$ cat src/sv/gbnsw_pkg.sv
// Types, constants and the microcode table of the Go-Back-N sender window.
`timescale 1ns / 1ps

package gbnsw_pkg;

    localparam int MAX_WINDOW_DEF = 64;
    localparam int ID_WIDTH_DEF   = 16;
    localparam int WIN_W          = 7;
    localparam int TICK_W         = 32;
    localparam int SLOW_LIMIT     = 5;
    localparam int UPC_W          = 5;

    localparam logic [TICK_W-1:0] TIMEOUT_RESET  = 32'd1000;
    localparam logic [1:0]        ACK_CODE_CLOSE = 2'd1;

    typedef logic [UPC_W-1:0] upc_t;

    typedef enum logic [1:0] {
        CMD_START,
        CMD_OFFER,
        CMD_ACK,
        CMD_TICK
    } cmd_t;

    typedef enum logic [2:0] {
        K_SEND,
        K_RESEND,
        K_REFUSED,
        K_ACK,
        K_STALE,
        K_DONE,
        K_IDLE
    } kind_t;

    typedef enum logic [3:0] {
        OP_NOP,
        OP_CLEAR,
        OP_SEND_DATA,
        OP_SEND_CLOSE,
        OP_RESEND,
        OP_END_BURST,
        OP_ACK_DEC,
        OP_ACK_UPDATE,
        OP_SET_DONE,
        OP_TICK_COUNT,
        OP_TIMEOUT
    } op_t;

    typedef enum logic [1:0] {
        EM_NONE,
        EM_LAST,
        EM_RESEND
    } emit_t;

    typedef enum logic [3:0] {
        C_NEXT,
        C_JUMP,
        C_DISPATCH,
        C_REFUSE_PRE,
        C_RESEND_ACT,
        C_FIN,
        C_NO_ROOM,
        C_NOT_SETTLED,
        C_NO_BURST,
        C_LOOP,
        C_STALE,
        C_CLOSE_ACK,
        C_DONE,
        C_NOT_EXPIRED,
        C_SETTLED
    } cond_t;

    typedef struct packed {
        op_t   op;
        emit_t em;
        kind_t kind;
        cond_t cond;
        upc_t  target;
    } uword_t;

    // Microcode addresses. Fall-through steps rely on consecutive numbering.
    localparam upc_t A_FETCH        = 5'd0;
    localparam upc_t A_START        = 5'd1;
    localparam upc_t A_OFFER        = 5'd2;
    localparam upc_t A_OFFER_ACT    = 5'd3;
    localparam upc_t A_OFFER_FIN    = 5'd4;
    localparam upc_t A_OFFER_ROOM   = 5'd5;
    localparam upc_t A_SEND         = 5'd6;
    localparam upc_t A_CLOSE        = 5'd7;
    localparam upc_t A_SEND_CLOSE   = 5'd8;
    localparam upc_t A_REFUSE       = 5'd9;
    localparam upc_t A_OBURST       = 5'd10;
    localparam upc_t A_ORESEND      = 5'd11;
    localparam upc_t A_BEND         = 5'd12;
    localparam upc_t A_OBEND_REFUSE = 5'd13;
    localparam upc_t A_ACK          = 5'd14;
    localparam upc_t A_ACK_UPD      = 5'd15;
    localparam upc_t A_ACK_TAKEN    = 5'd16;
    localparam upc_t A_DONE         = 5'd17;
    localparam upc_t A_STALE        = 5'd18;
    localparam upc_t A_TICK         = 5'd19;
    localparam upc_t A_TICK_CNT     = 5'd20;
    localparam upc_t A_TICK_OUT     = 5'd21;
    localparam upc_t A_TIMEOUT      = 5'd22;
    localparam upc_t A_TBURST       = 5'd23;
    localparam upc_t A_TRESEND      = 5'd24;
    localparam upc_t A_TBEND        = 5'd25;
    localparam upc_t A_IDLE         = 5'd26;

    function automatic upc_t dispatch(input cmd_t cmd);
        upc_t a;
        case (cmd)
            CMD_START: a = A_START;
            CMD_OFFER: a = A_OFFER;
            CMD_ACK:   a = A_ACK;
            CMD_TICK:  a = A_TICK;
            default:   a = A_FETCH;
        endcase
        return a;
    endfunction

    function automatic uword_t ucode(input upc_t addr);
        uword_t w;
        case (addr)
            A_FETCH:        w = '{OP_NOP,        EM_NONE,   K_IDLE,    C_DISPATCH,    A_FETCH};
            A_START:        w = '{OP_CLEAR,      EM_LAST,   K_IDLE,    C_JUMP,        A_FETCH};
            A_OFFER:        w = '{OP_NOP,        EM_NONE,   K_IDLE,    C_REFUSE_PRE,  A_REFUSE};
            A_OFFER_ACT:    w = '{OP_NOP,        EM_NONE,   K_IDLE,    C_RESEND_ACT,  A_OBURST};
            A_OFFER_FIN:    w = '{OP_NOP,        EM_NONE,   K_IDLE,    C_FIN,         A_CLOSE};
            A_OFFER_ROOM:   w = '{OP_NOP,        EM_NONE,   K_IDLE,    C_NO_ROOM,     A_REFUSE};
            A_SEND:         w = '{OP_SEND_DATA,  EM_LAST,   K_SEND,    C_JUMP,        A_FETCH};
            A_CLOSE:        w = '{OP_NOP,        EM_NONE,   K_IDLE,    C_NOT_SETTLED, A_REFUSE};
            A_SEND_CLOSE:   w = '{OP_SEND_CLOSE, EM_LAST,   K_SEND,    C_JUMP,        A_FETCH};
            A_REFUSE:       w = '{OP_NOP,        EM_LAST,   K_REFUSED, C_JUMP,        A_FETCH};
            A_OBURST:       w = '{OP_NOP,        EM_NONE,   K_IDLE,    C_NO_BURST,    A_OBEND_REFUSE};
            A_ORESEND:      w = '{OP_RESEND,     EM_RESEND, K_RESEND,  C_LOOP,        A_BEND};
            A_BEND:         w = '{OP_END_BURST,  EM_NONE,   K_IDLE,    C_JUMP,        A_FETCH};
            A_OBEND_REFUSE: w = '{OP_END_BURST,  EM_NONE,   K_IDLE,    C_JUMP,        A_REFUSE};
            A_ACK:          w = '{OP_ACK_DEC,    EM_NONE,   K_IDLE,    C_STALE,       A_STALE};
            A_ACK_UPD:      w = '{OP_ACK_UPDATE, EM_NONE,   K_IDLE,    C_CLOSE_ACK,   A_DONE};
            A_ACK_TAKEN:    w = '{OP_NOP,        EM_LAST,   K_ACK,     C_JUMP,        A_FETCH};
            A_DONE:         w = '{OP_SET_DONE,   EM_LAST,   K_DONE,    C_JUMP,        A_FETCH};
            A_STALE:        w = '{OP_NOP,        EM_LAST,   K_STALE,   C_JUMP,        A_FETCH};
            A_TICK:         w = '{OP_NOP,        EM_NONE,   K_IDLE,    C_DONE,        A_IDLE};
            A_TICK_CNT:     w = '{OP_TICK_COUNT, EM_NONE,   K_IDLE,    C_NOT_EXPIRED, A_IDLE};
            A_TICK_OUT:     w = '{OP_NOP,        EM_NONE,   K_IDLE,    C_SETTLED,     A_IDLE};
            A_TIMEOUT:      w = '{OP_TIMEOUT,    EM_NONE,   K_IDLE,    C_NEXT,        A_FETCH};
            A_TBURST:       w = '{OP_NOP,        EM_NONE,   K_IDLE,    C_NO_BURST,    A_TBEND};
            A_TRESEND:      w = '{OP_RESEND,     EM_RESEND, K_RESEND,  C_LOOP,        A_BEND};
            A_TBEND:        w = '{OP_END_BURST,  EM_NONE,   K_IDLE,    C_NEXT,        A_FETCH};
            A_IDLE:         w = '{OP_NOP,        EM_LAST,   K_IDLE,    C_JUMP,        A_FETCH};
            default:        w = '{OP_NOP,        EM_NONE,   K_IDLE,    C_JUMP,        A_FETCH};
        endcase
        return w;
    endfunction

endpackage

$ cat src/sv/go_back_n_sender_window.sv
// Go-Back-N sender window with AIMD congestion window, run by a microcode sequencer.
// Each command runs as a sequence of microcode steps, and every result it emits is registered;
// a retransmit burst repeats one step, giving one result per packet that it resends.
// Results stall the sequencer only on steps that emit; commands wait in the fetch step.
// Reset (rst_n low, asynchronous) clears all window state (both windows start at one) and sets timeout_reg to 1000.
`timescale 1ns / 1ps

module go_back_n_sender_window import gbnsw_pkg::*; #(
    parameter int MAX_WINDOW = MAX_WINDOW_DEF,
    parameter int ID_WIDTH   = ID_WIDTH_DEF
) (
    input  logic                clk,
    input  logic                rst_n,
    input  logic                cfg_wr_en,
    input  logic [TICK_W-1:0]   cfg_wr_data,
    input  logic                cmd_valid,
    output logic                cmd_ready,
    input  logic [1:0]          command,
    input  logic                final_packet,
    input  logic [ID_WIDTH-1:0] ack_id,
    input  logic [1:0]          ack_code,
    input  logic [WIN_W-1:0]    ack_window,
    output logic                res_valid,
    input  logic                res_ready,
    output kind_t               kind,
    output logic [ID_WIDTH-1:0] packet_id,
    output logic                closing_flag,
    output logic                slow_pace,
    output logic [WIN_W-1:0]    window_now,
    output logic                last_of_run
);

    localparam int               IDX_W   = ID_WIDTH + 1;
    localparam logic [WIN_W-1:0] WIN_MAX = WIN_W'(MAX_WINDOW);
    localparam logic [WIN_W-1:0] WIN_ONE = WIN_W'(1);

    // Sequencer
    upc_t   upc_reg, upc_next;
    uword_t uw;
    logic   step_go;
    logic   jump_take;

    // Configuration and latched command payload
    logic [TICK_W-1:0]   timeout_reg;
    logic                fin_reg;
    logic [ID_WIDTH-1:0] ack_id_reg;
    logic [1:0]          ack_code_reg;
    logic [WIN_W-1:0]    ack_window_reg;

    // Window state
    logic [ID_WIDTH-1:0] sent_count_reg, sent_count_next;
    logic [ID_WIDTH-1:0] acked_upto_reg, acked_upto_next;
    logic [ID_WIDTH-1:0] resend_next_reg, resend_next_next;
    logic [WIN_W-1:0]    in_flight_reg, in_flight_next;
    logic [WIN_W-1:0]    cong_window_reg, cong_window_next;
    logic [WIN_W-1:0]    peer_window_reg, peer_window_next;
    logic [TICK_W-1:0]   tick_counter_reg, tick_counter_next;
    logic                resend_active_reg, resend_active_next;
    logic                transfer_done_reg, transfer_done_next;
    logic                closing_sent_reg, closing_sent_next;

    // Result register
    logic                res_valid_reg, res_valid_next;
    kind_t               kind_reg, kind_next;
    logic [ID_WIDTH-1:0] packet_id_reg, packet_id_next;
    logic                closing_flag_reg, closing_flag_next;
    logic                slow_pace_reg, slow_pace_next;
    logic [WIN_W-1:0]    window_now_reg, window_now_next;
    logic                last_of_run_reg, last_of_run_next;

    // Datapath conditions
    logic                room;
    logic                burst_ok;
    logic                burst_more;
    logic                refuse_pre;
    logic                ack_stale;
    logic                close_ack;
    logic                settled;
    logic                expired;
    logic [WIN_W-1:0]    in_flight_inc;
    logic [IDX_W-1:0]    resend_inc;
    logic [IDX_W-1:0]    sent_inc;
    logic [IDX_W-1:0]    slow_bound;
    logic [TICK_W-1:0]   tick_inc;
    logic [TICK_W-1:0]   tick_limit;
    logic [ID_WIDTH-1:0] resend_max;

    assign uw = ucode(upc_reg);

    assign cmd_ready = (uw.cond == C_DISPATCH);

    // Emitting steps wait for the result register; the fetch step waits for a command.
    assign step_go = (uw.cond == C_DISPATCH) ? cmd_valid
                                             : !((uw.em != EM_NONE) && res_valid_reg && !res_ready);

    assign in_flight_inc = in_flight_reg + WIN_ONE;
    assign resend_inc    = {1'b0, resend_next_reg} + IDX_W'(1);
    assign sent_inc      = {1'b0, sent_count_reg} + IDX_W'(1);
    assign slow_bound    = {1'b0, acked_upto_reg} + IDX_W'(SLOW_LIMIT);
    assign tick_inc      = tick_counter_reg + TICK_W'(1);
    assign tick_limit    = (timeout_reg == '0) ? TICK_W'(1) : timeout_reg;

    assign room       = (in_flight_reg < cong_window_reg) && (in_flight_reg < peer_window_reg);
    assign burst_ok   = room && (resend_next_reg < sent_count_reg);
    // Whether the burst goes on after the retransmit of this step.
    assign burst_more = (in_flight_inc < cong_window_reg) && (in_flight_inc < peer_window_reg)
                        && (resend_inc < {1'b0, sent_count_reg});
    assign refuse_pre = transfer_done_reg || closing_sent_reg || (&sent_count_reg);
    assign ack_stale  = transfer_done_reg || (ack_id_reg <= acked_upto_reg)
                        || (ack_id_reg > sent_count_reg);
    assign close_ack  = (ack_code_reg == ACK_CODE_CLOSE) && (ack_id_reg == sent_count_reg)
                        && closing_sent_reg;
    assign settled    = (acked_upto_reg == sent_count_reg);
    assign expired    = (tick_inc >= tick_limit);
    assign resend_max = (resend_next_reg < ack_id_reg) ? ack_id_reg : resend_next_reg;

    always_comb
    begin
        case (uw.cond)
            C_JUMP:        jump_take = 1'b1;
            C_REFUSE_PRE:  jump_take = refuse_pre;
            C_RESEND_ACT:  jump_take = resend_active_reg;
            C_FIN:         jump_take = fin_reg;
            C_NO_ROOM:     jump_take = !room;
            C_NOT_SETTLED: jump_take = !settled;
            C_NO_BURST:    jump_take = !burst_ok;
            C_STALE:       jump_take = ack_stale;
            C_CLOSE_ACK:   jump_take = close_ack;
            C_DONE:        jump_take = transfer_done_reg;
            C_NOT_EXPIRED: jump_take = !expired;
            C_SETTLED:     jump_take = settled;
            default:       jump_take = 1'b0;
        endcase

        if (!step_go)
        begin
            upc_next = upc_reg;
        end
        else if (uw.cond == C_DISPATCH)
        begin
            upc_next = dispatch(cmd_t'(command));
        end
        else if (uw.cond == C_LOOP)
        begin
            upc_next = burst_more ? upc_reg : uw.target;
        end
        else
        begin
            upc_next = jump_take ? uw.target : upc_t'(upc_reg + upc_t'(1));
        end
    end

    always_comb
    begin
        sent_count_next    = sent_count_reg;
        acked_upto_next    = acked_upto_reg;
        resend_next_next   = resend_next_reg;
        in_flight_next     = in_flight_reg;
        cong_window_next   = cong_window_reg;
        peer_window_next   = peer_window_reg;
        tick_counter_next  = tick_counter_reg;
        resend_active_next = resend_active_reg;
        transfer_done_next = transfer_done_reg;
        closing_sent_next  = closing_sent_reg;

        if (step_go)
        begin
            case (uw.op)
                OP_CLEAR:
                begin
                    sent_count_next    = '0;
                    acked_upto_next    = '0;
                    resend_next_next   = '0;
                    in_flight_next     = '0;
                    cong_window_next   = WIN_ONE;
                    peer_window_next   = WIN_ONE;
                    tick_counter_next  = '0;
                    resend_active_next = 1'b0;
                    transfer_done_next = 1'b0;
                    closing_sent_next  = 1'b0;
                end
                OP_SEND_DATA:
                begin
                    sent_count_next = sent_inc[ID_WIDTH-1:0];
                    in_flight_next  = in_flight_inc;
                end
                OP_SEND_CLOSE:
                begin
                    sent_count_next   = sent_inc[ID_WIDTH-1:0];
                    closing_sent_next = 1'b1;
                    if (in_flight_reg < WIN_MAX)
                    begin
                        in_flight_next = in_flight_inc;
                    end
                end
                OP_RESEND:
                begin
                    resend_next_next = resend_inc[ID_WIDTH-1:0];
                    in_flight_next   = in_flight_inc;
                end
                OP_END_BURST:
                begin
                    if (resend_next_reg >= sent_count_reg)
                    begin
                        resend_active_next = 1'b0;
                    end
                end
                OP_ACK_DEC:
                begin
                    if (in_flight_reg != '0)
                    begin
                        in_flight_next = in_flight_reg - WIN_ONE;
                    end
                end
                OP_ACK_UPDATE:
                begin
                    if (cong_window_reg < WIN_MAX)
                    begin
                        cong_window_next = cong_window_reg + WIN_ONE;
                    end
                    acked_upto_next  = ack_id_reg;
                    peer_window_next = (ack_window_reg > WIN_MAX) ? WIN_MAX : ack_window_reg;
                    resend_next_next = resend_max;
                    if (resend_max >= sent_count_reg)
                    begin
                        resend_active_next = 1'b0;
                    end
                end
                OP_SET_DONE:
                begin
                    transfer_done_next = 1'b1;
                    resend_active_next = 1'b0;
                end
                OP_TICK_COUNT:
                begin
                    tick_counter_next = expired ? '0 : tick_inc;
                end
                OP_TIMEOUT:
                begin
                    if (cong_window_reg > WIN_ONE)
                    begin
                        cong_window_next = cong_window_reg >> 1;
                    end
                    in_flight_next     = '0;
                    resend_next_next   = acked_upto_reg;
                    resend_active_next = 1'b1;
                end
                default:
                begin
                end
            endcase
        end
    end

    always_comb
    begin
        res_valid_next    = res_valid_reg && !res_ready;
        kind_next         = kind_reg;
        packet_id_next    = packet_id_reg;
        closing_flag_next = closing_flag_reg;
        slow_pace_next    = slow_pace_reg;
        window_now_next   = window_now_reg;
        last_of_run_next  = last_of_run_reg;

        if (step_go && (uw.em != EM_NONE))
        begin
            res_valid_next    = 1'b1;
            kind_next         = uw.kind;
            closing_flag_next = (uw.op == OP_SEND_CLOSE);
            slow_pace_next    = (uw.op == OP_SEND_DATA) && (slow_bound < sent_inc);
            // Every result of a command reports the window as it stands after that command.
            window_now_next   = cong_window_next;
            last_of_run_next  = (uw.em == EM_LAST) ? 1'b1 : !burst_more;
            case (uw.kind)
                K_SEND:                 packet_id_next = sent_inc[ID_WIDTH-1:0];
                K_RESEND:               packet_id_next = resend_inc[ID_WIDTH-1:0];
                K_ACK, K_STALE, K_DONE: packet_id_next = ack_id_reg;
                default:                packet_id_next = '0;
            endcase
        end
    end

    always_ff @(posedge clk or negedge rst_n)
    begin
        if (!rst_n)
        begin
            upc_reg           <= A_FETCH;
            timeout_reg       <= TIMEOUT_RESET;
            sent_count_reg    <= '0;
            acked_upto_reg    <= '0;
            resend_next_reg   <= '0;
            in_flight_reg     <= '0;
            cong_window_reg   <= WIN_ONE;
            peer_window_reg   <= WIN_ONE;
            tick_counter_reg  <= '0;
            resend_active_reg <= 1'b0;
            transfer_done_reg <= 1'b0;
            closing_sent_reg  <= 1'b0;
            res_valid_reg     <= 1'b0;
        end
        else
        begin
            upc_reg           <= upc_next;
            sent_count_reg    <= sent_count_next;
            acked_upto_reg    <= acked_upto_next;
            resend_next_reg   <= resend_next_next;
            in_flight_reg     <= in_flight_next;
            cong_window_reg   <= cong_window_next;
            peer_window_reg   <= peer_window_next;
            tick_counter_reg  <= tick_counter_next;
            resend_active_reg <= resend_active_next;
            transfer_done_reg <= transfer_done_next;
            closing_sent_reg  <= closing_sent_next;
            res_valid_reg     <= res_valid_next;
            if (cfg_wr_en)
            begin
                timeout_reg <= cfg_wr_data;
            end
        end
    end

    always_ff @(posedge clk)
    begin
        if (cmd_valid && cmd_ready)
        begin
            fin_reg        <= final_packet;
            ack_id_reg     <= ack_id;
            ack_code_reg   <= ack_code;
            ack_window_reg <= ack_window;
        end
        kind_reg         <= kind_next;
        packet_id_reg    <= packet_id_next;
        closing_flag_reg <= closing_flag_next;
        slow_pace_reg    <= slow_pace_next;
        window_now_reg   <= window_now_next;
        last_of_run_reg  <= last_of_run_next;
    end

    assign res_valid    = res_valid_reg;
    assign kind         = kind_reg;
    assign packet_id    = packet_id_reg;
    assign closing_flag = closing_flag_reg;
    assign slow_pace    = slow_pace_reg;
    assign window_now   = window_now_reg;
    assign last_of_run  = last_of_run_reg;

endmodule

$ cat config.mk
export PLATFORM = sky130hd
export DESIGN_NAME = go_back_n_sender_window
export DESIGN_NICKNAME = d
export VERILOG_FILES = /design/src/sv/gbnsw_pkg.sv /design/src/sv/go_back_n_sender_window.sv
export SDC_FILE = /design/constraint.sdc
export NUM_CORES = 1
export LEC_CHECK = 0
export BUFFER_PORTS_ARGS = -buffer_cell sky130_fd_sc_hd__buf_2
export CAP_MARGIN = 25
export CORE_ASPECT_RATIO = 1.5
export CORE_MARGIN = 5
export CORE_UTILIZATION = 30
export DETAILED_ROUTE_END_ITERATION = 8
export PLACE_DENSITY = 0.46
export SYNTH_ARGS = -nofsm -noshare
export SYNTH_HDL_FRONTEND = slang
export SYNTH_SLANG_ARGS = --single-unit
$ cat constraint.sdc
create_clock -name clk -period 11.7 [get_ports clk]
set_input_delay 3.51 -clock clk [delete_from_list [all_inputs] [get_ports clk]]
set_output_delay 3.51 -clock clk [all_outputs]
set_load 0.1 [all_outputs]
==> results.txt <==
Counting the fill cells in the layout gives 5332. The initial utilization of the core area, before any placement, comes to 30.2%. After detailed placement, the total cell area comes to 0.0166 mm2. The die boundary height was 289 um. For the maximum ir drop on the vdd rail, the log shows 0.143 mV. The tool flagged a number of max-cap violations equal to 0.

The total iterations of the first detailed-routing run was 5; the die boundary width was 196 um. The logs give 17 for the total CTS buffers and 0.0173 mm2 for the area of all placed cells without fillers. The largest fanout of any net on the critical path is 31. The H-tree level count came out at 4.

Summed over all layers, the global routing overflow is 0. The number of cells in the design after placement came out at 2394. After clock tree synthesis, the clock-pin slew on the worst setup and hold paths is 0.08 ns.

Relative to the synthesized area, the layout overhead comes to 11.1%. For this run, asynchronously set or reset flops after synthesis account for 72.1%. The post-layout minimum cycle time is 7.41 ns.

The core area was 0.0514 mm2. The number of gates resized after CTS was 0. The first routing iteration left 819 violations. After detailed routing, the met2 layer carries 27.7 mm of wire.

Row generation in the floorplan step produced 102 rows. For this run, the leading register cell type out of synthesis is dfrtp_1. For the setup skew after layout, the log shows 0.0189 ns.

Proportion of power drawn by the clock network: 14.6%. The run gives 3.90 ns as the arrival time of data at the critical path endpoint. The longest clock path from root to sink contains 2 buffers.

The biggest area contributor in the post-synthesis netlist is dfrtp_1. For the pin with the worst max-slew slack, the measured transition is 1.09 ns. The hold violation total from the final report was 0; the total wirelength of the detailed-routed design was 52.1 mm. TritonCTS built the clock tree. After detailed routing, the average wire length per cell comes to 21.5 um.

The run gives 2.05 mW as the internal power summed over all cells. For the maximum number of pins on one net before global-route repair, the log shows 79. For this block, wires on met1 add up to 20.3 mm. The global-route wire length before repair is 79.7 mm, and the area of the die is 0.0565 mm2. The relative max-transition margin was 26.9%; the synthesized instance count was 1687.

In this run the post-CTS setup repair buffer count came out at 0. The tools report the data required time at the worst endpoint as 8.19 ns. The pre-CTS worst setup slack was 4.87 ns; the post-synthesis instance area was 0.0155 mm2. The combinational share of power is 59.9%, and the number of flops mapped to enable cells by yosys is 55. STA classifies the critical path endpoint as a primary output. In the routed layout, each cell is associated on average with a via count of 5.41. The worst setup path is launched from a flip-flop.

The worst setup path is of the reg2out kind. The post-route setup TNS is 0 ns. Dividing the synthesized area by the synthesized cell count gives 9.21 um2. Setup slack closes at 4.29 ns.

The number of cells on the worst hold path works out to 2. For this design, the CTS-stage hold fixing added 0 buffers. The overall global routing resource usage is 18.3%. For this run, the number of standard cells in the final layout without fillers is 2427. The highest signal layer in the routed design was met4. The analysis attributes to net switching a power of 2.40 mW.

The post-route netlist has 12.4% of its cells at a drive strength greater than 1. The power density normalized to cell area came out at 258 mW/mm2. Counting flops and latches in the post-synthesis netlist gives 197. Input and output buffers added on the ports amount to 95. Initial antenna violation count: 0. The tools report the number of antenna repair diodes as 0. The worst register-to-register path has a depth of 16.

The sequential fraction of design power was 25.5%. For the count of synthesis-stage warnings from yosys, the log shows 0. The final layout contains 1998 nets.

Setup repair after global routing left no endpoint under its margin. Across all layers, the routed design uses 13100 vias. For the CTS sink count, the log shows 197. In the synthesized netlist, the cells that appear most often are ha_1 (195), nand2_1 (166), dfrtp_1 (134).

Of the synthesized area, sequential elements account for 33.6%. Share of the cycle needed by the critical path after routing: 63.3%. The run gives 13500 as the number of global-route vias before repair.

The proportion of total power due to net switching came out at 54.0%. The run gives 0 as the number of nets with antenna violations after detailed routing. The setup slack of the worst register-to-register path was 6.38 ns; the cell leakage power was 7.42 nW. The number of nets in the synthesized netlist is 1947. Summed over its instances, the top area cell type makes up 21.6% of the synthesized netlist area. For this design the top-level I/O count stands at 96.

The run gives 0 as the number of max-slew violations in the final report. Among all cell types in the netlist, the one instantiated most often is ha_1. The cell sitting at the root of the clock tree is a clkbuf_16. The wire-length estimate of the detail-placed layout is 40.5 mm. The run finished with clean final reports. Yosys mapped the design onto 99 distinct sky130hd cell types. The congestion estimate from routability-driven global placement came to 0.903. Timing-limited maximum frequency: 135 MHz. The count of unresolved DRC violations after routing is 0.

Setup violations remaining at the end of the flow were counted as 0. For the worst-skew pair, the clock arrives at the later sink with an insertion delay of 0.49 ns. In the post-synthesis netlist, the biggest area contributors are dfrtp_1 (22%), ha_1 (16%), edfxtp_1 (11%). Detailed routing placed a total of 1.46 mm of wire on met3. The tightest min-delay check is of the reg2reg type.
-- final cells by class --
cell class                 instances  area [um2]  area share (%)
inverter                         126         473            2.74
clock buffer                      17         425            2.47
clock inverter                    15         189            1.09
multi-input combinational       1280        9420            54.6
tap                              676         846            4.90
timing repair buffer             116         687            3.98
sequential                       197        5220            30.2
-- worst max-delay path: stages (launching register included) --
cell      delay (ns)
dfrtp_1         1.03
clkinv_1        0.67
ha_1            0.42
o31ai_2         0.26
o211a_2         0.30
and2_4          0.27
buf_2           0.46
-- cells in the final DEF (no fill, tap or decap), types with 63 or more instances in the layout --
cell type	count
ha_1	195
nand2_1	166
dfrtp_1	134
inv_1	123
o21ai_0	119
a21oi_1	95
buf_2	94
xnor2_1	74
nor2_1	69
a22o_1	63
-- path summary, 6_finish.rpt --
kind | startpoint | end
max | upc_reg[2]$_DFFE_PN0P_ | cmd_ready
min reg2reg | peer_window_reg[1]$_DFFE_PN0P_ | peer_window_reg[1]$_DFFE_PN0P_
min | peer_window_reg[1]$_DFFE_PN0P_ | peer_window_reg[1]$_DFFE_PN0P_
max in group asynchronous | rst_n | peer_window_reg[0]$_DFFE_PN1P_
max reg2reg | tick_counter_reg[0]$_DFFE_PN0P_ | upc_reg[1]$_DFFE_PN0P_
min in group asynchronous | rst_n | timeout_reg[28]$_DFFE_PN0P_
-- through the flow --
stage	power, mW	hold WS, ns	utilization, %
floorplan	3.00	0.450	-
global placement	3.76	0.468	32.2
detailed placement	3.80	0.477	32.3
CTS	4.48	0.495	33.5
global route	4.73	0.530	33.6
finish	4.44	0.492	33.6
-- kinds of logic (layout without fill, tap and decap cells) --
group	Yosys count	after routing	share of synthesized area [%]
AOI/OAI and AO/OA	487	487	21.8
and+or+nand+nor	478	478	15.9
buffers and inverters	210	274	5.88
DFF	197	197	33.6
adders and majority gates	195	195	15.7
xor gates and xnor gates	93	93	5.24
muxes	27	27	1.92
-- power groups by stage --
stage	Combinational (mW)	Sequential [mW]	Clock [mW]
after global routing	2.88	1.16	0.692
after CTS	2.67	1.13	0.675
after global placement	2.62	1.14	0
final	2.66	1.13	0.648
after floorplan	1.61	1.39	0
after detailed placement	2.66	1.15	0
-- routing by layer --
metal	vias to the layer above	track usage, %
met4	0	9.26
li1	6340	-
met2	269	34.8
met3	103	2.18
met5	-	0
met1	6420	19.8
No activity file was read; power rests on OpenSTA's default activity.
